## config.mk

```make
export PLATFORM = sky130hd
export DESIGN_NAME = utc_date_to_epoch_seconds
export DESIGN_NICKNAME = d
export VERILOG_FILES = /design/src/rtl/utde_pkg.sv /design/src/rtl/utde_carry.sv /design/src/rtl/utde_daynum.sv /design/src/rtl/utde_split.sv /design/src/rtl/utde_secs.sv /design/src/rtl/utc_date_to_epoch_seconds.sv
export SDC_FILE = /design/constraint.sdc
export NUM_CORES = 2
export LEC_CHECK = 0
export ABC_AREA = 1
export CORE_MARGIN = 3
export CORE_UTILIZATION = 52
export CTS_BUF_LIST = sky130_fd_sc_hd__clkbuf_8
export CTS_CLUSTER_DIAMETER = 60
export DETAILED_ROUTE_END_ITERATION = 10
export DONT_BUFFER_PORTS = 1
export PLACE_DENSITY = 0.67
export SLEW_MARGIN = 10
export SYNTH_ARGS = -nofsm -noshare
export SYNTH_HDL_FRONTEND = slang
export SYNTH_SLANG_ARGS = --single-unit
```

## constraint.sdc

```tcl
create_clock -name clk -period 35.7 [get_ports clk]
set_clock_uncertainty 0.05 [all_clocks]
set_input_delay 7.14 -clock clk [delete_from_list [all_inputs] [get_ports clk]]
set_output_delay 7.14 -clock clk [all_outputs]
set_load 0.02 [all_outputs]
```

## src/rtl/utde_pkg.sv

```systemverilog
// Shared types and calendar tables for the UTC date to epoch seconds converter.
package utde_pkg;

    localparam logic [16:0] EpochDayNum = 17'd29951;  // day number of 1970-01-01
    localparam logic [8:0]  YoffFirst   = 9'd82;      // offset year of 1970
    localparam logic [8:0]  YoffLast    = 9'd217;     // offset year of 2105

    typedef struct packed {
        logic [5:0]        sec;
        logic [5:0]        min;
        logic [4:0]        hour;
        logic signed [10:0] mday;
        logic [3:0]        mon;
        logic [8:0]        yoff;   // years since 1900 plus 12, keeps it positive
    } norm_t;

    typedef struct packed {
        logic [5:0]  sec;
        logic [5:0]  min;
        logic [4:0]  hour;
        logic [16:0] dnum;         // days since offset year zero
    } dnum_t;

    typedef struct packed {
        logic [5:0]  sec;
        logic [5:0]  min;
        logic [4:0]  hour;
        logic [4:0]  mday;
        logic [3:0]  mon;
        logic [7:0]  year;
        logic [8:0]  yday;
        logic [15:0] days;
        logic        oor;
    } date_t;

    // days before the first of month m
    function automatic logic [8:0] cum_days(input logic [3:0] m, input logic leap);
        logic [8:0] c;
        case (m)
            4'd0:    c = 9'd0;
            4'd1:    c = 9'd31;
            4'd2:    c = 9'd59;
            4'd3:    c = 9'd90;
            4'd4:    c = 9'd120;
            4'd5:    c = 9'd151;
            4'd6:    c = 9'd181;
            4'd7:    c = 9'd212;
            4'd8:    c = 9'd243;
            4'd9:    c = 9'd273;
            4'd10:   c = 9'd304;
            4'd11:   c = 9'd334;
            default: c = 9'd0;
        endcase
        if (leap && m >= 4'd2)
        begin
            c = c + 9'd1;
        end
        return c;
    endfunction

endpackage

```

## src/rtl/utde_carry.sv

```systemverilog
// Three pipeline stages: second, minute and hour carries plus month to year carry.
module utde_carry (
    input  logic                clk,
    input  logic                rst_n,
    input  logic                en,
    input  logic                in_valid,
    input  logic signed [12:0]  second_in,
    input  logic signed [11:0]  minute_in,
    input  logic signed [10:0]  hour_in,
    input  logic signed [9:0]   mday_in,
    input  logic signed [6:0]   month_in,
    input  logic [7:0]          year_in,
    output logic                out_valid,
    output utde_pkg::norm_t     out_norm
);
    import utde_pkg::*;

    logic v1_reg, v2_reg, v3_reg;
    logic [5:0]         sec1_reg, sec2_reg, sec3_reg;
    logic signed [12:0] min1_reg;
    logic [5:0]         min2_reg, min3_reg;
    logic signed [10:0] hour1_reg;
    logic signed [11:0] hour2_reg;
    logic [4:0]         hour3_reg;
    logic signed [9:0]  mday1_reg, mday2_reg;
    logic signed [10:0] mday3_reg;
    logic [3:0]         mon1_reg, mon2_reg, mon3_reg;
    logic [8:0]         yoff1_reg, yoff2_reg, yoff3_reg;

    // stage 1
    logic signed [13:0] sx;
    logic [13:0]        xs, rs0;
    logic [28:0]        ps;
    logic [7:0]         qs0, qs;
    logic [5:0]         sec1_next;
    logic signed [12:0] min1_next;
    logic signed [8:0]  mx;
    logic [7:0]         xm, rm0;
    logic [24:0]        pm;
    logic [3:0]         qm0, qm, mon1_next;
    logic [8:0]         yoff1_next;

    always_comb
    begin
        // floor divide by 60 through an offset that makes the value positive
        sx  = 14'(second_in) + 14'sd4140;
        xs  = $unsigned(sx);
        ps  = 29'(xs) * 29'd17476;
        qs0 = ps[27:20];
        rs0 = xs - 14'(qs0) * 14'd60;
        if (rs0 >= 14'd60)
        begin
            qs        = qs0 + 8'd1;
            sec1_next = 6'(rs0 - 14'd60);
        end
        else
        begin
            qs        = qs0;
            sec1_next = rs0[5:0];
        end
        min1_next = 13'(minute_in) + $signed({5'b0, qs}) - 13'sd69;

        mx  = 9'(month_in) + 9'sd72;
        xm  = mx[7:0];
        pm  = 25'(xm) * 25'd87381;
        qm0 = pm[23:20];
        rm0 = xm - 8'(qm0) * 8'd12;
        if (rm0 >= 8'd12)
        begin
            qm        = qm0 + 4'd1;
            mon1_next = 4'(rm0 - 8'd12);
        end
        else
        begin
            qm        = qm0;
            mon1_next = rm0[3:0];
        end
        yoff1_next = 9'(year_in) + 9'(qm) + 9'd6;
    end

    // stage 2
    logic signed [13:0] mx2;
    logic [12:0]        xmin, rmin0;
    logic [27:0]        pmin;
    logic [6:0]         qmin0, qmin;
    logic [5:0]         min2_next;
    logic signed [11:0] hour2_next;

    always_comb
    begin
        mx2   = 14'(min1_reg) + 14'sd2160;
        xmin  = mx2[12:0];
        pmin  = 28'(xmin) * 28'd17476;
        qmin0 = pmin[26:20];
        rmin0 = xmin - 13'(qmin0) * 13'd60;
        if (rmin0 >= 13'd60)
        begin
            qmin      = qmin0 + 7'd1;
            min2_next = 6'(rmin0 - 13'd60);
        end
        else
        begin
            qmin      = qmin0;
            min2_next = rmin0[5:0];
        end
        hour2_next = 12'(hour1_reg) + $signed({5'b0, qmin}) - 12'sd36;
    end

    // stage 3
    logic signed [12:0] hx;
    logic [11:0]        xh, rh0;
    logic [27:0]        ph;
    logic [6:0]         qh0, qh;
    logic [4:0]         hour3_next;
    logic signed [10:0] mday3_next;

    always_comb
    begin
        hx  = 13'(hour2_reg) + 13'sd1104;
        xh  = hx[11:0];
        ph  = 28'(xh) * 28'd43690;
        qh0 = ph[26:20];
        rh0 = xh - 12'(qh0) * 12'd24;
        if (rh0 >= 12'd24)
        begin
            qh         = qh0 + 7'd1;
            hour3_next = 5'(rh0 - 12'd24);
        end
        else
        begin
            qh         = qh0;
            hour3_next = rh0[4:0];
        end
        mday3_next = 11'(mday2_reg) + $signed({4'b0, qh}) - 11'sd46;
    end

    always_ff @(posedge clk or negedge rst_n)
    begin
        if (!rst_n)
        begin
            v1_reg <= 1'b0;
            v2_reg <= 1'b0;
            v3_reg <= 1'b0;
        end
        else if (en)
        begin
            v1_reg <= in_valid;
            v2_reg <= v1_reg;
            v3_reg <= v2_reg;
        end
    end

    always_ff @(posedge clk)
    begin
        if (en)
        begin
            sec1_reg  <= sec1_next;
            min1_reg  <= min1_next;
            hour1_reg <= hour_in;
            mday1_reg <= mday_in;
            mon1_reg  <= mon1_next;
            yoff1_reg <= yoff1_next;

            sec2_reg  <= sec1_reg;
            min2_reg  <= min2_next;
            hour2_reg <= hour2_next;
            mday2_reg <= mday1_reg;
            mon2_reg  <= mon1_reg;
            yoff2_reg <= yoff1_reg;

            sec3_reg  <= sec2_reg;
            min3_reg  <= min2_reg;
            hour3_reg <= hour3_next;
            mday3_reg <= mday3_next;
            mon3_reg  <= mon2_reg;
            yoff3_reg <= yoff2_reg;
        end
    end

    assign out_valid     = v3_reg;
    assign out_norm.sec  = sec3_reg;
    assign out_norm.min  = min3_reg;
    assign out_norm.hour = hour3_reg;
    assign out_norm.mday = mday3_reg;
    assign out_norm.mon  = mon3_reg;
    assign out_norm.yoff = yoff3_reg;

endmodule

```

## src/rtl/utde_daynum.sv

```systemverilog
// One pipeline stage: linear day number from offset year, month and day of month.
module utde_daynum (
    input  logic            clk,
    input  logic            rst_n,
    input  logic            en,
    input  logic            in_valid,
    input  utde_pkg::norm_t in_norm,
    output logic            out_valid,
    output utde_pkg::dnum_t out_dnum
);
    import utde_pkg::*;

    logic    v_reg;
    dnum_t   d_reg, d_next;
    logic    leap;
    logic [17:0] base;
    logic signed [18:0] t;

    always_comb
    begin
        leap = (in_norm.yoff[1:0] == 2'd0);
        base = 18'(in_norm.yoff) * 18'd365
             + 18'((10'(in_norm.yoff) + 10'd3) >> 2)
             + 18'(cum_days(in_norm.mon, leap));
        t    = $signed({1'b0, base}) + 19'(in_norm.mday) - 19'sd1;
        d_next.sec  = in_norm.sec;
        d_next.min  = in_norm.min;
        d_next.hour = in_norm.hour;
        d_next.dnum = t[16:0];
    end

    always_ff @(posedge clk or negedge rst_n)
    begin
        if (!rst_n)
        begin
            v_reg <= 1'b0;
        end
        else if (en)
        begin
            v_reg <= in_valid;
        end
    end

    always_ff @(posedge clk)
    begin
        if (en)
        begin
            d_reg <= d_next;
        end
    end

    assign out_valid = v_reg;
    assign out_dnum  = d_reg;

endmodule

```

## src/rtl/utde_split.sv

```systemverilog
// Five pipeline stages: day number back to year, month, day of month and day of year.
module utde_split (
    input  logic            clk,
    input  logic            rst_n,
    input  logic            en,
    input  logic            in_valid,
    input  utde_pkg::dnum_t in_dnum,
    output logic            out_valid,
    output utde_pkg::date_t out_date
);
    import utde_pkg::*;

    logic v5_reg, v6_reg, v7_reg, v8_reg, v9_reg;
    dnum_t       d5_reg, d6_reg, d7_reg, d8_reg;
    logic [30:0] prod5_reg;
    logic [6:0]  q6_reg, q7_reg;
    logic [11:0] r6_reg;
    logic [10:0] r7_reg;
    logic [8:0]  doy8_reg, yoff8_reg;
    logic        leap8_reg;
    date_t       date9_reg;

    // stage 6: quotient by 1461 days (four-year cycle), one low at most
    logic [16:0] rem6;
    always_comb
    begin
        rem6 = d5_reg.dnum - 17'(prod5_reg[30:24]) * 17'd1461;
    end

    // stage 8: year within the cycle, leap year first
    logic [1:0]  yo;
    logic [8:0]  doy8_next;
    always_comb
    begin
        if (r7_reg < 11'd366)
        begin
            yo        = 2'd0;
            doy8_next = r7_reg[8:0];
        end
        else if (r7_reg < 11'd731)
        begin
            yo        = 2'd1;
            doy8_next = 9'(r7_reg - 11'd366);
        end
        else if (r7_reg < 11'd1096)
        begin
            yo        = 2'd2;
            doy8_next = 9'(r7_reg - 11'd731);
        end
        else
        begin
            yo        = 2'd3;
            doy8_next = 9'(r7_reg - 11'd1096);
        end
    end

    // stage 9: month search over the cumulative table
    logic [3:0]  mon9;
    logic [8:0]  cum9;
    date_t       date9_next;
    always_comb
    begin
        mon9 = 4'd0;
        for (int m = 1; m < 12; m++)
        begin
            if (doy8_reg >= cum_days(4'(m), leap8_reg))
            begin
                mon9 = 4'(m);
            end
        end
        cum9 = cum_days(mon9, leap8_reg);
        date9_next.sec  = d8_reg.sec;
        date9_next.min  = d8_reg.min;
        date9_next.hour = d8_reg.hour;
        date9_next.mday = 5'(doy8_reg - cum9 + 9'd1);
        date9_next.mon  = mon9;
        date9_next.year = 8'(yoff8_reg - 9'd12);
        date9_next.yday = doy8_reg;
        date9_next.days = 16'(d8_reg.dnum - EpochDayNum);
        date9_next.oor  = (yoff8_reg < YoffFirst) || (yoff8_reg > YoffLast);
    end

    always_ff @(posedge clk or negedge rst_n)
    begin
        if (!rst_n)
        begin
            v5_reg <= 1'b0;
            v6_reg <= 1'b0;
            v7_reg <= 1'b0;
            v8_reg <= 1'b0;
            v9_reg <= 1'b0;
        end
        else if (en)
        begin
            v5_reg <= in_valid;
            v6_reg <= v5_reg;
            v7_reg <= v6_reg;
            v8_reg <= v7_reg;
            v9_reg <= v8_reg;
        end
    end

    always_ff @(posedge clk)
    begin
        if (en)
        begin
            d5_reg    <= in_dnum;
            prod5_reg <= 31'(in_dnum.dnum) * 31'd11483;

            d6_reg <= d5_reg;
            q6_reg <= prod5_reg[30:24];
            r6_reg <= rem6[11:0];

            d7_reg <= d6_reg;
            if (r6_reg >= 12'd1461)
            begin
                q7_reg <= q6_reg + 7'd1;
                r7_reg <= 11'(r6_reg - 12'd1461);
            end
            else
            begin
                q7_reg <= q6_reg;
                r7_reg <= r6_reg[10:0];
            end

            d8_reg    <= d7_reg;
            doy8_reg  <= doy8_next;
            yoff8_reg <= {q7_reg, yo};
            leap8_reg <= (yo == 2'd0);

            date9_reg <= date9_next;
        end
    end

    assign out_valid = v9_reg;
    assign out_date  = date9_reg;

endmodule

```

## src/rtl/utde_secs.sv

```systemverilog
// Two pipeline stages: seconds since 1970 and the output register.
module utde_secs (
    input  logic            clk,
    input  logic            rst_n,
    input  logic            en,
    input  logic            in_valid,
    input  utde_pkg::date_t in_date,
    output logic            out_valid,
    output utde_pkg::date_t out_date,
    output logic [32:0]     out_secs
);
    import utde_pkg::*;

    logic        v10_reg, v11_reg;
    date_t       date10_reg, date11_reg;
    logic [32:0] dprod10_reg, secs11_reg;
    logic [16:0] hms10_reg;

    always_ff @(posedge clk or negedge rst_n)
    begin
        if (!rst_n)
        begin
            v10_reg <= 1'b0;
            v11_reg <= 1'b0;
        end
        else if (en)
        begin
            v10_reg <= in_valid;
            v11_reg <= v10_reg;
        end
    end

    always_ff @(posedge clk)
    begin
        if (en)
        begin
            date10_reg  <= in_date;
            dprod10_reg <= 33'(in_date.days) * 33'd86400;
            hms10_reg   <= 17'(in_date.hour) * 17'd3600 + 17'(in_date.min) * 17'd60
                         + 17'(in_date.sec);
            date11_reg  <= date10_reg;
            secs11_reg  <= date10_reg.oor ? 33'd0 : dprod10_reg + 33'(hms10_reg);
        end
    end

    assign out_valid = v11_reg;
    assign out_date  = date11_reg;
    assign out_secs  = secs11_reg;

endmodule

```

## src/rtl/utc_date_to_epoch_seconds.sv

```systemverilog
// Top level of the UTC broken-down time to epoch seconds converter.
// An input transaction reaches out_valid through an 11-stage pipeline.
// Throughput: one transaction per cycle; a stall on the output freezes every stage.
// Normalization is closed form (day number, divide by the 1461-day cycle), no iteration.
// Reset clears only the stage valid bits; the pipeline is empty after reset.
module utc_date_to_epoch_seconds (
    input  logic               clk,
    input  logic               rst_n,
    input  logic               in_valid,
    output logic               in_ready,
    input  logic signed [12:0] second_in,
    input  logic signed [11:0] minute_in,
    input  logic signed [10:0] hour_in,
    input  logic signed [9:0]  mday_in,
    input  logic signed [6:0]  month_in,
    input  logic [7:0]         year_in,
    output logic               out_valid,
    input  logic               out_ready,
    output logic [5:0]         second_out,
    output logic [5:0]         minute_out,
    output logic [4:0]         hour_out,
    output logic [4:0]         mday_out,
    output logic [3:0]         month_out,
    output logic [7:0]         year_out,
    output logic [8:0]         yday_out,
    output logic [32:0]        epoch_seconds,
    output logic               out_of_range
);
    import utde_pkg::*;

    logic  en;
    logic  carry_valid, day_valid, split_valid;
    norm_t norm;
    dnum_t dnum;
    date_t split_date, final_date;

    assign en       = !out_valid || out_ready;
    assign in_ready = en;

    utde_carry u_carry (
        .clk       (clk),
        .rst_n     (rst_n),
        .en        (en),
        .in_valid  (in_valid),
        .second_in (second_in),
        .minute_in (minute_in),
        .hour_in   (hour_in),
        .mday_in   (mday_in),
        .month_in  (month_in),
        .year_in   (year_in),
        .out_valid (carry_valid),
        .out_norm  (norm)
    );

    utde_daynum u_daynum (
        .clk       (clk),
        .rst_n     (rst_n),
        .en        (en),
        .in_valid  (carry_valid),
        .in_norm   (norm),
        .out_valid (day_valid),
        .out_dnum  (dnum)
    );

    utde_split u_split (
        .clk       (clk),
        .rst_n     (rst_n),
        .en        (en),
        .in_valid  (day_valid),
        .in_dnum   (dnum),
        .out_valid (split_valid),
        .out_date  (split_date)
    );

    utde_secs u_secs (
        .clk       (clk),
        .rst_n     (rst_n),
        .en        (en),
        .in_valid  (split_valid),
        .in_date   (split_date),
        .out_valid (out_valid),
        .out_date  (final_date),
        .out_secs  (epoch_seconds)
    );

    assign second_out   = final_date.sec;
    assign minute_out   = final_date.min;
    assign hour_out     = final_date.hour;
    assign mday_out     = final_date.mday;
    assign month_out    = final_date.mon;
    assign year_out     = final_date.year;
    assign yday_out     = final_date.yday;
    assign out_of_range = final_date.oor;

    a_oor_zero: assert property (@(posedge clk) disable iff (!rst_n)
        (out_valid && out_of_range) |-> (epoch_seconds == 33'd0))
        else $error("epoch seconds not zero on out of range year");

    a_time_norm: assert property (@(posedge clk) disable iff (!rst_n)
        out_valid |-> (second_out < 6'd60 && minute_out < 6'd60 && hour_out < 5'd24))
        else $error("time of day not normalized");

    a_date_norm: assert property (@(posedge clk) disable iff (!rst_n)
        out_valid |-> (month_out < 4'd12 && mday_out != 5'd0 && yday_out < 9'd366))
        else $error("date not normalized");

    a_yday_mday: assert property (@(posedge clk) disable iff (!rst_n)
        (out_valid && month_out == 4'd0) |-> (yday_out == 9'(mday_out) - 9'd1))
        else $error("day of year disagrees with day of month in January");

endmodule
```

; ---- Yosys cells after proc, flatten, opt, wreduce, memory -nomap -nowiden
; Memories as Yosys holds them, arrays and structs flattened. A register that Yosys moved wholly into a read port is not among the register bits.
; Cells that the tools add are included.
[word_totals]
input_bits = 65
elab_cells = 215
mem_bits_rw = 0
latchBits = 0
reg_bits = 629
output_inout_bits = 79
rom_bits = 288
mem_count = 2
[op_classes]
shifts = 0
bitwise_logic = 0
magnitude_cmp = 23
add_sub_neg = 44
n_reduce_logical = 7
eq_ne = 0
div_mod_pow = 0
mux = 40
mul = 14
[mem_list]
columns = memory, words, width, read_ports, rd_clocked_by_memory_dff, wr, line
row1 = (no name shown), 16, 9, 1, 1, 0, utde_pkg.sv:39  ; case (m)
row2 = (no name shown), 16, 9, 1, 0, 0, utde_pkg.sv:39
[op_table]
columns = operator, n
row1 = greater-or-equal comparator 9 x 8 -> 1 bit, 4
row2 = 2-to-1 mux 9 bit, 4
row3 = adder 33 x 17 -> 33 bit, 1
row4 = 2-to-1 mux 4 bit, 8
row5 = multiplier 17 x 14 -> 31 bit (second input constant), 1
row6 = greater-or-equal comparator 9 bit, 3
row7 = multiplier 12 x 15 -> 26 bit (second input constant), 1
row8 = multiplier 14 x 13 -> 26 bit (second input constant), 1
row9 = multiplier 16 x 10 -> 26 bit (second input constant), 1
row10 = multiplier 13 x 13 -> 25 bit (second input constant), 1
row11 = multiplier 8 x 17 -> 24 bit (second input constant), 1
row12 = subtractor 12 bit, 2
row13 = adder 7 x 1 -> 7 bit (second input constant), 3
row14 = 2-to-1 mux 7 bit, 3
row15 = greater-or-equal comparator 9 x 7 -> 1 bit, 2
row16 = 2-to-1 mux 3 bit, 6
row17 = adder 17 x 11 -> 17 bit, 1
row18 = adder 17 x 12 -> 17 bit, 1
row19 = adder 17 x 16 -> 17 bit, 1
row20 = adder 17 x 6 -> 17 bit, 1
row21 = adder 17 x 9 -> 17 bit, 1
row22 = multiplier 9 x 9 -> 17 bit (second input constant), 1
row23 = subtractor 17 x 2 -> 17 bit (second input constant), 1
row24 = subtractor 16 x 15 -> 16 bit (second input constant), 1
row25 = other kinds (59), 78

; ---- Depth between registers and ports, before layout
[depth]
word_depth = 17
depth_mapped = 62
mapped_depth_nobuf = 61

; ---- Modules after synthesis
; A second synthesis with hierarchy kept.
[unflattened]
hier_cells = 5234
hier_area_um2 = 50995.2
[modules_own_cells]
columns = module, instances, cells_each, seq_area_each_um2, area_per_inst_um2
row1 = utde_carry, 1, 2278, 4309.1, 18320.1
row2 = utde_split, 1, 1327, 7782.5, 16181.8
row3 = utde_secs, 1, 1139, 5845.6, 11878.9
row4 = utde_daynum, 1, 488, 1046.0, 4606.9
row5 = utc_date_to_epoch_seconds, 1, 2, 0.0, 7.5

; ---- Worst setup path after synthesis
; No wires, ideal clock.
[synth_timing]
kind = input to output
startpoint = in out_ready
endpoint = out in_ready
cell_stages = 4
arrival_ns = 23.890
required_ns = 28.510
path_buffers = 2
slack_ns = 4.620
path_cell_list = inv_1 > nand2_1 > clkbuf_1 > clkbuf_1
[synth_between]
elab_chain_len = 1
[synth_rtl]
columns = element, line
row1 = "start, declared", utc_date_to_epoch_seconds.sv:18  ; input logic out_ready,
row2 = logical OR 1 bit, utc_date_to_epoch_seconds.sv:37  ; assign en = !out_valid || out_ready;
row3 = "end, declared", utc_date_to_epoch_seconds.sv:10  ; output logic in_ready,
; No other way between the ends.

; ---- Worst setup path after layout
[layout_timing]
startpoint = in second_in[2]
endpoint = reg u_carry.min1_reg[11], data pin
[layout_between]
elab_chain_len = 8
elab_cells_between_ends = 9
cone_classes = add/sub: 5 / mul: 2 / order compare: 1 / mux: 1
[layout_rtl]
columns = element, line
row1 = "start, declared", utc_date_to_epoch_seconds.sv:11  ; input logic signed [12:0] second_in,
row2 = adder 13 x 14 -> 14 bit *, utde_carry.sv:46  ; sx = 14'(second_in) + 14'sd4140;
row3 = multiplier 14 x 13 -> 26 bit, utde_carry.sv:48  ; ps = 29'(xs) * 29'd17476;
row4 = multiplier 8 x 4 -> 12 bit, utde_carry.sv:50  ; rs0 = xs - 14'(qs0) * 14'd60;
row5 = subtractor 14 bit, utde_carry.sv:50
row6 = greater-or-equal comparator 14 x 6 -> 1 bit, utde_carry.sv:51  ; if (rs0 >= 14'd60)
row7 = 2-to-1 mux 8 bit *, utde_carry.sv:51
row8 = adder 12 x 9 -> 13 bit *, utde_carry.sv:61  ; min1_next = 13'(minute_in) + $signed({5'b0, qs}) - 13'sd69;
row9 = subtractor 13 x 8 -> 13 bit *, utde_carry.sv:61
row10 = net u_carry.min1_next[11], utde_carry.sv:36  ; logic signed [12:0] min1_next;
row11 = "end signal, assigned", utde_carry.sv:158  ; min1_reg <= min1_next;
row12 = "end, declared", utde_carry.sv:20  ; logic signed [12:0] min1_reg;
; Mark *: on every way through the listed nets, which the timed path passes. The rest lies on a longest branch.
; A chain may end at the register's enable or synchronous reset.

==> summary.txt <==
Status
  • Outcome: complete, no violations

Clocking
  • Worst-skew pair later-pin latency: 740 ps
  • Max Buffers Root-to-Sink: 3
  • Hold buffer count at CTS: 0
  • Sink Count: 612
  • Root buf cell: clkbuf_8
  • CTS Buf Count: 107
  • H-tree depth: 3
  • Post-CTS setup buffers: 0
  • Post-CTS resize count: 0
  • CTS tree: done
  • Clk slew on worst S/H paths: 60 ps

Yosys
  • Mapped Cells: 4616
  • Synth Area per Inst: 10.4 µm²
  • Seq cells post-synth: 612
  • EDFF count, synth: 592
  • Synth Area in Simple Gates: 9.57%
  • Top_reg_cell synth: edfxtp_1
  • Synth Area in Compound Gates: 6.44%
  • Register area share after synthesis: 37.9%
  • Synthesized cell area: 48100 µm²
  • Adder-cell share of the synthesized area: 32.5%
  • Largest family of logic cells by synthesized area: adder cells
  • Mux share of post-synthesis cell area: 0.141%
  • Most frequent cell after synthesis: inv_1
  • Post-Syn Nets: 5738
  • Largest area contributor in the netlist: edfxtp_1
  • Netlist cell types: 57
  • Post-Synth XOR/XNOR Area: 5.40%
  • Top-area cell type share of the netlist area: 37.0%
  • FFs w/ async S/R, synth: 1.80%
  • Yosys Warn Count: 0
  • Top post-synthesis cells by area: edfxtp_1 (37%), ha_1 (19%), fa_1 (13%), inv_1 (7.9%), nand2_1 (4.5%)
  • Top post-synthesis cells by count: inv_1 (1008), ha_1 (739), edfxtp_1 (592)

Route
  • Vias after detailed routing: 30400
  • Vias per Instance: 5.07
  • 1st-iter DRT viols: 1544
  • DRT Pass-1 Iters: 8
  • Post-route ant nets: 0
  • Per-cell routed wire length: 14.9 µm
  • Remaining DRCs: 0
  • Routed WL: 89100 µm

Global routing
  • Initial antenna violation count: 7
  • Vias in the first global route: 31200
  • Total gr overflow: 0
  • GRT Total Usage: 19.3%
  • Largest net degree at the start of global routing: 190
  • First-pass GRT wire length: 150000 µm

STA
  • Max-slew violations: 0
  • WHS: 333 ps
  • Fin Setup TNS: 0 ps
  • Worst-Margin Slew: 996 ps
  • Fin crit share: 47.5%
  • F_max: 0.0589 GHz
  • Worst slew margin: 33.6%
  • Hold Vio Cnt, Final: 0
  • Unrepaired setup endpoints after global routing: false
  • Period minus WS final: 16970 ps
  • Final setup vio count: 0

Critical path
  • CP startpoint kind: input port
  • Crit-path slowest cell: fa_1
  • CP Class: in2reg
  • CP required: 36110 ps
  • CP Max Fanout: 17
  • Crit end category: flip-flop
  • Crit path DAT: 17380 ps
  • CP max stage delay: 540 ps

Placement
  • Port Buffer Count: 0
  • Final HPWL DP: 71900 µm
  • GPL Wtd Cong: 0.890

Floorplanning
  • Initial Utilization: 52.9%
  • Die area: 96100 µm²
  • Die W: 310 µm
  • Boundary Pins: 144
  • Core area: 90800 µm²
  • Chip height: 310 µm
  • Cell Rows: 110

Final layout
  • Nets: 5844
  • Share of cells above drive strength 1: 4.12%
  • Area Growth Syn to Fin: 7.63%
  • Largest register FFs: 60
  • Final core occ: 56.9%

Run
  • MaxCap Viol Count: 0

Worst hold path
  • Min-Delay Path Class: reg2reg
==> routing by layer <==
layer,global-route usage (%),share of wire [%]
met1,24.1,44
met3,3.64,4.0
met5,0,0.055
met4,5.74,2.4
met2,34.0,49
==> per-stage QoR <==
step	instance area, µm²	setup slack, ps	std cells
detailed placement	49600	17980	5789
global placement	49600	18320	5789
floorplan	48100	4620	4616
CTS	51700	18780	5987
global route	51700	17950	5988
finish	51700	18730	5990
==> kinds of logic (layout without fill, tap and decap cells) <==
logic type,count (synthesis),after routing
fa+ha+maj,1057,1057
simple gates,1070,1070
mux,6,6
xor+xnor,293,293
buf+inv,1022,1217
other cells,0,3
flops,612,612
compound gates,556,556
==> layout by cell type (no fill, tap or decap), types with 6 or more instances in the layout <==
cell,count
inv_1,1039
buf_4,8
clkinvlp_4,6
xor2_1,203
mux2_2,6
edfxtp_1,592
nand3b_1,13
o211ai_1,15
bufinv_16,7
nand2_1,571
nor3_1,41
nand3_1,153
xnor2_1,87
nor2_1,197
a21boi_0,7
a31oi_1,16
clkbuf_8,113
nand4_1,46
o21ai_0,158
o21a_1,15
a21o_1,20
o21bai_1,17
a21oi_1,269
or2_2,9
dfrtp_1,11
clkinv_1,24
fa_1,318
nor4_1,12
dfxtp_1,9
ha_1,739
clkinv_2,8
==> layout make-up <==
type / instances / area, µm²
fillers: 7910 / 39100
flip-flops and latches: 612 / 18200
inverters: 1010 / 3790
clock buffers: 113 / 1560
well taps: 1176 / 1470
diodes: 3 / 7.51
repair buffers: 9 / 80.1
multi-input cells: 2982 / 26000
clock inverters: 85 / 607
==> worst paths after layout <==
kind / start / endpoint / slack (ps) / cells after the start
worst max-delay path: second_in[2] / u_carry.min1_reg[11] / 18730 / 52
worst min register to register: u_split.d6_reg[29] / u_split.d7_reg[29] / 330 / 0
worst min-delay path: u_split.d6_reg[29] / u_split.d7_reg[29] / 330 / 0
min in group asynchronous: rst_n / u_carry.out_valid / 6050 / 0
worst max register to register: u_carry.min1_reg[4] / u_carry.hour2_reg[11] / 24850 / 53
max in group asynchronous: rst_n / u_split.v7_reg / 29480 / 0
==> critical path, delay by kind of cell <==
| kind | cells | cell delay (ps) |
|---|---|---|
| fa+ha+maj | 13 | 4630 |
| xor+xnor | 5 | 1140 |
| simple gates | 15 | 1930 |
| compound gates | 11 | 1880 |
| buf+inv | 8 | 630 |
Power is not shown: default switching activity piles up to over one toggle a cycle in this logic, so the estimate is an artifact.
